<file path="config.mk">
export PLATFORM = sky130hd
export DESIGN_NAME = uart_rx_fifo_registers_top
export DESIGN_NICKNAME = d
export VERILOG_FILES = /design/src/urf_pkg.sv /design/src/urf_ram.sv /design/src/urf_regs.sv /design/src/uart_rx_fifo_registers_top.sv
export SDC_FILE = /design/constraint.sdc
export NUM_CORES = 2
export LEC_CHECK = 0
export BUFFER_PORTS_ARGS = -buffer_cell sky130_fd_sc_hd__buf_2
export CAP_MARGIN = 20
export CORE_MARGIN = 2
export CORE_UTILIZATION = 35
export CTS_CLUSTER_DIAMETER = 100
export DETAILED_ROUTE_END_ITERATION = 10
export PLACE_DENSITY = 0.53
export SETUP_SLACK_MARGIN = 0.3
export SLEW_MARGIN = 20
export SYNTH_ARGS = -nofsm -noshare
export SYNTH_HDL_FRONTEND = slang
export SYNTH_SLANG_ARGS = --single-unit
</file>
<file path="constraint.sdc">
create_clock -name clk -period 5.4 [get_ports clk]
set_input_delay 0.27 -clock clk [delete_from_list [all_inputs] [get_ports clk]]
set_output_delay 0.27 -clock clk [all_outputs]
set_load 0.005 [all_outputs]
</file>
<file path="src/urf_pkg.sv">
package urf_pkg;

	// Default number of receive FIFO entries; the FIFO holds one byte less.
	localparam int FIFO_DEPTH_DEFAULT = 256;

	// Kind of request.
	typedef enum logic [1:0] {
		FUNC_READ  = 2'd0,
		FUNC_WRITE = 2'd1,
		FUNC_RECV  = 2'd2,
		FUNC_NONE  = 2'd3
	} func_t;

	// Register byte offsets.
	localparam logic [7:0] OFS_DATA    = 8'd0;
	localparam logic [7:0] OFS_STATUS  = 8'd4;
	localparam logic [7:0] OFS_CONTROL = 8'd8;

	// Status bit positions.
	localparam int ST_RX_READY = 0;
	localparam int ST_TX_EMPTY = 1;
	localparam int ST_OVERFLOW = 2;
	localparam int ST_RX_FULL  = 3;

	localparam logic [3:0] STATUS_RESET = 4'b0010;

	// Control bit positions.
	localparam int CT_RX_IRQ_EN = 0;
	localparam int CT_TX_IRQ_EN = 1;
	localparam int CT_RESET     = 2;

	// Distance below the FIFO size at which the almost-full flag rises.
	localparam int ALMOST_FULL_MARGIN = 4;

	// One request as captured in the input register.
	typedef struct packed {
		func_t       func;
		logic [7:0]  offset;
		logic [31:0] write_value;
		logic [7:0]  rx_byte;
	} req_t;

	// Result of one request before the popped byte is merged in.
	typedef struct packed {
		logic [31:0] read_data;
		logic        pop;
		logic        tx_valid;
		logic [7:0]  tx_byte;
		logic        irq;
	} res_t;

endpackage

</file>
<file path="src/urf_ram.sv">
module urf_ram #(
	parameter int WIDTH = 8,
	parameter int DEPTH = 256
) (
	input  logic                     clk,
	input  logic                     wr_en,
	input  logic [$clog2(DEPTH)-1:0] wr_addr,
	input  logic [WIDTH-1:0]         wr_data,
	input  logic                     rd_en,
	input  logic [$clog2(DEPTH)-1:0] rd_addr,
	output logic [WIDTH-1:0]         rd_data
);

	logic [WIDTH-1:0] mem_q [DEPTH];

	always_ff @(posedge clk) begin
		if (wr_en) begin
			mem_q[wr_addr] <= wr_data;
		end
		if (rd_en) begin
			rd_data <= mem_q[rd_addr];
		end
	end

endmodule

</file>
<file path="src/urf_regs.sv">
module urf_regs import urf_pkg::*; #(
	parameter int FIFO_DEPTH = FIFO_DEPTH_DEFAULT
) (
	input  logic       clk,
	input  logic       arst_n,
	input  logic       go,
	input  req_t       req,
	output res_t       res,
	output logic [7:0] pop_data
);

	localparam int PW = $clog2(FIFO_DEPTH);
	localparam int CW = PW + 1;
	localparam logic [PW-1:0] LAST = PW'(FIFO_DEPTH - 1);
	localparam logic [CW-1:0] DEPTH_C = CW'(FIFO_DEPTH);
	localparam logic [CW-1:0] FULL_MARK = CW'(FIFO_DEPTH - ALMOST_FULL_MARGIN);

	logic [PW-1:0] rptr_q, wptr_q, rptr_d, wptr_d;
	logic [3:0]    status_q, status_d;
	logic [31:0]   control_q, control_d;

	logic [PW-1:0] wptr_inc, rptr_inc;
	logic [CW-1:0] count_after;
	logic          fifo_full, fifo_empty;
	logic          ram_wr, ram_rd;

	assign wptr_inc   = (wptr_q == LAST) ? '0 : wptr_q + 1'b1;
	assign rptr_inc   = (rptr_q == LAST) ? '0 : rptr_q + 1'b1;
	assign fifo_full  = (wptr_inc == rptr_q);
	assign fifo_empty = (rptr_q == wptr_q);

	// Held count once a received byte has been stored.
	assign count_after = ({1'b0, wptr_inc} >= {1'b0, rptr_q})
		? ({1'b0, wptr_inc} - {1'b0, rptr_q})
		: ({1'b0, wptr_inc} + DEPTH_C - {1'b0, rptr_q});

	always_comb begin
		rptr_d    = rptr_q;
		wptr_d    = wptr_q;
		status_d  = status_q;
		control_d = control_q;
		res       = '0;
		ram_wr    = 1'b0;
		ram_rd    = 1'b0;
		case (req.func)
			FUNC_READ: begin
				case (req.offset)
					OFS_DATA: begin
						if (!fifo_empty) begin
							ram_rd                = 1'b1;
							res.pop               = 1'b1;
							rptr_d                = rptr_inc;
							status_d[ST_RX_FULL]  = 1'b0;
							if (rptr_inc == wptr_q) begin
								status_d[ST_RX_READY] = 1'b0;
							end
						end
					end
					OFS_STATUS:  res.read_data = {28'd0, status_q};
					OFS_CONTROL: res.read_data = control_q;
					default:     res.read_data = '0;
				endcase
			end
			FUNC_WRITE: begin
				case (req.offset)
					OFS_DATA: begin
						res.tx_valid          = 1'b1;
						res.tx_byte           = req.write_value[7:0];
						status_d[ST_TX_EMPTY] = 1'b1;
					end
					OFS_CONTROL: begin
						control_d           = req.write_value;
						control_d[CT_RESET] = 1'b0;
						if (req.write_value[CT_RESET]) begin
							rptr_d   = '0;
							wptr_d   = '0;
							status_d = STATUS_RESET;
						end
					end
					default: ;
				endcase
			end
			FUNC_RECV: begin
				if (fifo_full) begin
					status_d[ST_OVERFLOW] = 1'b1;
				end else begin
					ram_wr                = 1'b1;
					wptr_d                = wptr_inc;
					status_d[ST_RX_READY] = 1'b1;
					if (count_after > FULL_MARK) begin
						status_d[ST_RX_FULL] = 1'b1;
					end
				end
			end
			default: ;
		endcase
		res.irq = (control_d[CT_RX_IRQ_EN] & status_d[ST_RX_READY])
			| (control_d[CT_TX_IRQ_EN] & status_d[ST_TX_EMPTY]);
	end

	always_ff @(posedge clk or negedge arst_n) begin
		if (!arst_n) begin
			rptr_q    <= '0;
			wptr_q    <= '0;
			status_q  <= STATUS_RESET;
			control_q <= '0;
		end else if (go) begin
			rptr_q    <= rptr_d;
			wptr_q    <= wptr_d;
			status_q  <= status_d;
			control_q <= control_d;
		end
	end

	urf_ram #(
		.WIDTH(8),
		.DEPTH(FIFO_DEPTH)
	) u_rx_ram (
		.clk     (clk),
		.wr_en   (go & ram_wr),
		.wr_addr (wptr_q),
		.wr_data (req.rx_byte),
		.rd_en   (go & ram_rd),
		.rd_addr (rptr_q),
		.rd_data (pop_data)
	);

endmodule

</file>
<file path="src/uart_rx_fifo_registers_top.sv">
// Register front end of a simple UART with a receive FIFO.
// The request channel (in_valid, in_stall) carries one request per accepted
// cycle: a bus read, a bus write, or a byte received from the serial line,
// selected by func. The result channel (out_valid, out_stall) returns exactly
// one result per request, in order: read data, a transmit byte with its
// valid flag, and the interrupt level as it stands after the request.
// A request is held in an input register; the register file and FIFO are
// updated when it moves into the result register, and the FIFO memory is
// read at that same edge, so the popped byte appears with the result.
// A request passes through the input register and then the result register,
// where its result can be taken; the block takes one request per cycle when
// the receiver does not stall.
// When the receiver stalls, the result register holds, one further request
// can wait in the input register, and in_stall then rises.
// Reset empties both pipeline stages, clears the FIFO pointers and the
// control word, and sets the status to transmitter empty only. The FIFO
// memory itself is not cleared; only written entries are ever read.
module uart_rx_fifo_registers_top import urf_pkg::*; #(
	parameter int FIFO_DEPTH = FIFO_DEPTH_DEFAULT
) (
	input  logic        clk,
	input  logic        arst_n,
	input  logic        in_valid,
	output logic        in_stall,
	input  logic [1:0]  func,
	input  logic [7:0]  offset,
	input  logic [31:0] write_value,
	input  logic [7:0]  rx_byte,
	output logic        out_valid,
	input  logic        out_stall,
	output logic [31:0] read_data,
	output logic        tx_valid,
	output logic [7:0]  tx_byte,
	output logic        irq
);

	logic       valid_s1, valid_s2;
	req_t       req_s1;
	res_t       res_d, res_s2;
	logic [7:0] pop_data;
	logic       advance;

	// The input request moves on whenever the result register is free or
	// being emptied this cycle.
	assign advance  = valid_s1 & (~valid_s2 | ~out_stall);
	assign in_stall = valid_s1 & ~advance;

	always_ff @(posedge clk or negedge arst_n) begin
		if (!arst_n) begin
			valid_s1 <= 1'b0;
			valid_s2 <= 1'b0;
		end else begin
			if (in_valid & ~in_stall) begin
				valid_s1 <= 1'b1;
			end else if (advance) begin
				valid_s1 <= 1'b0;
			end
			if (advance) begin
				valid_s2 <= 1'b1;
			end else if (~out_stall) begin
				valid_s2 <= 1'b0;
			end
		end
	end

	// Payload registers need no reset.
	always_ff @(posedge clk) begin
		if (in_valid & ~in_stall) begin
			req_s1.func        <= func_t'(func);
			req_s1.offset      <= offset;
			req_s1.write_value <= write_value;
			req_s1.rx_byte     <= rx_byte;
		end
		if (advance) begin
			res_s2 <= res_d;
		end
	end

	urf_regs #(
		.FIFO_DEPTH(FIFO_DEPTH)
	) u_regs (
		.clk      (clk),
		.arst_n   (arst_n),
		.go       (advance),
		.req      (req_s1),
		.res      (res_d),
		.pop_data (pop_data)
	);

	// The memory's read register only changes on a pop, which always moves
	// a new result into the result register, so it stays aligned under stall.
	assign out_valid = valid_s2;
	assign read_data = res_s2.pop ? {24'd0, pop_data} : res_s2.read_data;
	assign tx_valid  = res_s2.tx_valid;
	assign tx_byte   = res_s2.tx_byte;
	assign irq       = res_s2.irq;

endmodule

</file>
==> impl_metrics.tcl <==
set metrics [dict create \
    status "finished, final reports clean" \
    path_clk_slew_ns 0.06 \
    leakage_nw 30.06 \
    hold_viol_final 0 \
    ctsHoldBuffers 54 \
    htree_levels 4 \
    wl_per_cell_um 28.02 \
    maxCapViolCount 0 \
    setup_violations 0 \
    ys_types 57 \
    dr.pass1.iters 7 \
    crit_path_start_kind "register" \
    cp_max_fo 11 \
    initial_core_util 0.3522 \
    slowest_delay_ns 0.60 \
    cts.path.max_buffers 3 \
    synth_enable_flop_cells 2149 \
    via_count 40030 \
    yosysTopAreaCellShare 0.7533 \
    dp_cells 7056 \
    die-area_mm2 0.2487 \
    num_io_pins 98 \
    slew_viol_final 0 \
    ys_seq_area_frac 0.7688 \
    netlist_area_mm2 0.08567 \
    skew_ns 0.05776 \
    timing.final.crit_period_ns 4.590 \
    final.setup.tns_ns 0 \
    cp_slowest_cell "nor2_1" \
    reg2reg_to "u_regs.u_rx_ram.mem_q[111][6]" \
    critPathArrivalTime_ns 5.09 \
    gp_congestion 0.8111 \
    mostFrequentLayoutCells "edfxtp_1 (2149), mux4_2 (640), nor2_1 (296)" \
    cts_sinks 2202 \
    cts_resized 0 \
    drcViolationCount 0 \
    rrSetupSlack_ns 0.81 \
    syn_to_final_growth_pct 15.07 \
    r2r-start "u_regs.wptr_q[1]" \
    powerDensity_mw_per_mm2 355.3 \
    die_w_um 498.7 \
    crit_chain "ha_1 > nand3_1 > xnor2_1 > ha_1 > nand2_1 > nand4b_1 > o31a_1 > buf_4 > nand2_2 > buf_4 > nor2_1" \
    post_cts_buffers 0 \
    die_h_um 498.7 \
    avgSynthCellArea_um2 22.43 \
    async_reset_ff_frac 0.02407 \
    path_class "register to register" \
    routed_wl_um 211200 \
    numPortBuffers 97 \
    reg2reg_depth 11 \
    nets 4201 \
    rows 181 \
    grt_pass1_wl_um 305800 \
    vdd_drop_max_v 0.0002922 \
    slew_headroom 0.09952 \
    synth_nets 3884 \
    ys_ff_latch 2202 \
    avgViaCountPerCell 5.310 \
    grt_max_degree 197 \
    yosysWarnings 0 \
    end_kind "register" \
    drtAntennaViolNets 0 \
    ctsRootBufferMaster "clkbuf_16" \
    tritoncts "yes" \
    synth_largest_area_cell "edfxtp_1" \
    worstHoldPathType "input pin to async pin" \
    cts_made_buffers 224 \
    placed_area_mm2 0.09066 \
    final_common_cell "edfxtp_1" \
    grt_overflow_total 0 \
    dp_hpwl_um 124700 \
    synth_ff_type "edfxtp_1" \
    required_ns 5.90 \
    grt.total_usage 0.1687 \
    fin_area_mm2 0.09858 \
    drive_above_1_share 0.2969 \
    clkLatencyLatePin_ns 0.88 \
    coreArea_mm2 0.2432 \
    clock.fmax_mhz 217.9 \
    worst_pin_slew_ns 1.351 \
    syn_inst 3820 \
    rsz0062_at_grt "no" \
    grt_pass1_vias 41280 \
    drtIter0Drc 4118 \
    fin_crit_sh 0.8499 \
    p_total_mw 35.03 \
    antenna_found_initial 2 \
    synth_area_leaders "edfxtp_1 (75%), mux4_2 (17%), dfrtp_1 (1.5%), nor2_1 (1.3%), mux2_2 (0.51%)" \
    instances_no_fill 7539 \
]
==> state kept, by name, summed over array words and instances, names as in the netlist <==
| name | count |
|---|---|
| valid_s1 | 1 |
| out_valid | 1 |
| u_regs.wptr_q | 8 |
| res_s2 | 33 |
| req_s1 | 50 |
| tx_valid | 1 |
| irq | 1 |
| u_regs.u_rx_ram.rd_data | 8 |
| u_regs.control_q | 31 |
| u_regs.u_rx_ram.mem_q | 2048 |
| u_regs.rptr_q | 8 |
| tx_byte | 8 |
| u_regs.status_q | 4 |
==> power breakdown <==
part / internal [mW] / switching [mW]
logic: 0.159 / 0.495
registers: 18.9 / 0.0480
clock network: 8.86 / 6.60
total: 27.9 / 7.15
==> critical path: cells and delay by family, from the launching register on <==
family,cells,cell delay (ns)
AOI/OAI and AO/OA,1,0.17
xor gates and xnor gates,1,0.27
adders and majority gates,2,0.89
buffers and inverters,2,0.66
DFF,1,0.57
and+or+nand+nor,5,1.64
==> stage by stage <==
stage | setup slack [ns] | hold WS (ns) | utilization
CTS | 0.8779 | 0.02295 | 0.4051
finish | 0.8105 | 0.08543 | 0.4053
floorplan | 1.354 | -0.02559 | -
global route | 0.5298 | 0.07165 | 0.4053
detailed placement | 0.8894 | 0.4481 | 0.3727
global placement | 0.7984 | 0.4492 | 0.3727
==> cells in the mapped netlist (3+ instances only) <==
master    instances
buf_1            21
xor2_1            9
o21ai_0          28
ha_1              9
nand3_2           8
a221oi_1         16
mux2i_1           4
inv_1            17
nor2b_1          35
and3_1            4
xnor2_1          13
dfrtp_1          52
clkbuf_1        112
maj3_1            3
a21oi_1           5
nand3_1          17
mux4_2          640
a22oi_1          43
a22o_1           18
mux2_2           39
nor3_1            9
o221ai_1         10
buf_6            19
buf_2            63
buf_4            13
edfxtp_1       2149
nor2_1          298
nand2_1          62
nand2b_1          4
nand4_1           9
a31oi_1           4
and2_1           44
o31ai_1           9
or3_1             3
a21o_1            4
==> worst max-delay path by stage <==
stage	start	cells after the start	to
CTS	u_regs.wptr_q[1]	11	u_regs.u_rx_ram.mem_q[111][1]
floorplan	req_s1[0]	0	u_regs.u_rx_ram.mem_q[0][0]
detailed placement	u_regs.wptr_q[1]	11	u_regs.u_rx_ram.mem_q[111][6]
global route	u_regs.wptr_q[5]	11	u_regs.u_rx_ram.mem_q[111][0]
finish	u_regs.wptr_q[1]	11	u_regs.u_rx_ram.mem_q[111][6]
global placement	u_regs.wptr_q[1]	12	u_regs.u_rx_ram.mem_q[111][2]
==> final cells by class <==
type                            instances  area, µm²
Multi-Input combinational cell       1372      18670
Clock inverter                        139       1418
Sequential cell                      2202      65870
Fill cell                           21310     144600
Tap cell                             3202       4006
Clock buffer                          285       5914
Inverter                               18      75.07
Timing Repair Buffer                  319       2620
Antenna cell                            2      5.005
==> cell families after synthesis <==
group | count (synthesis) | synth area share
AO/OA/AOI/OAI | 150 | 0.01290
XOR/XNOR | 22 | 0.002249
adder cells (fa/ha/maj) | 13 | 0.001899
buffers and inverters | 246 | 0.01393
flip-flops | 2202 | 0.7688
multiplexers | 683 | 0.1738
AND/OR/NAND/NOR | 504 | 0.02641
==> layer usage <==
layer,global-route usage,wire (µm),up-vias
li1,-,-,16680
met1,0.2430,93710,21820
met2,0.2665,100800,1254
met3,0.02853,12020,275
met4,0.04392,4690,0
met5,0,0,-
Power figures use the tool's default switching activity.
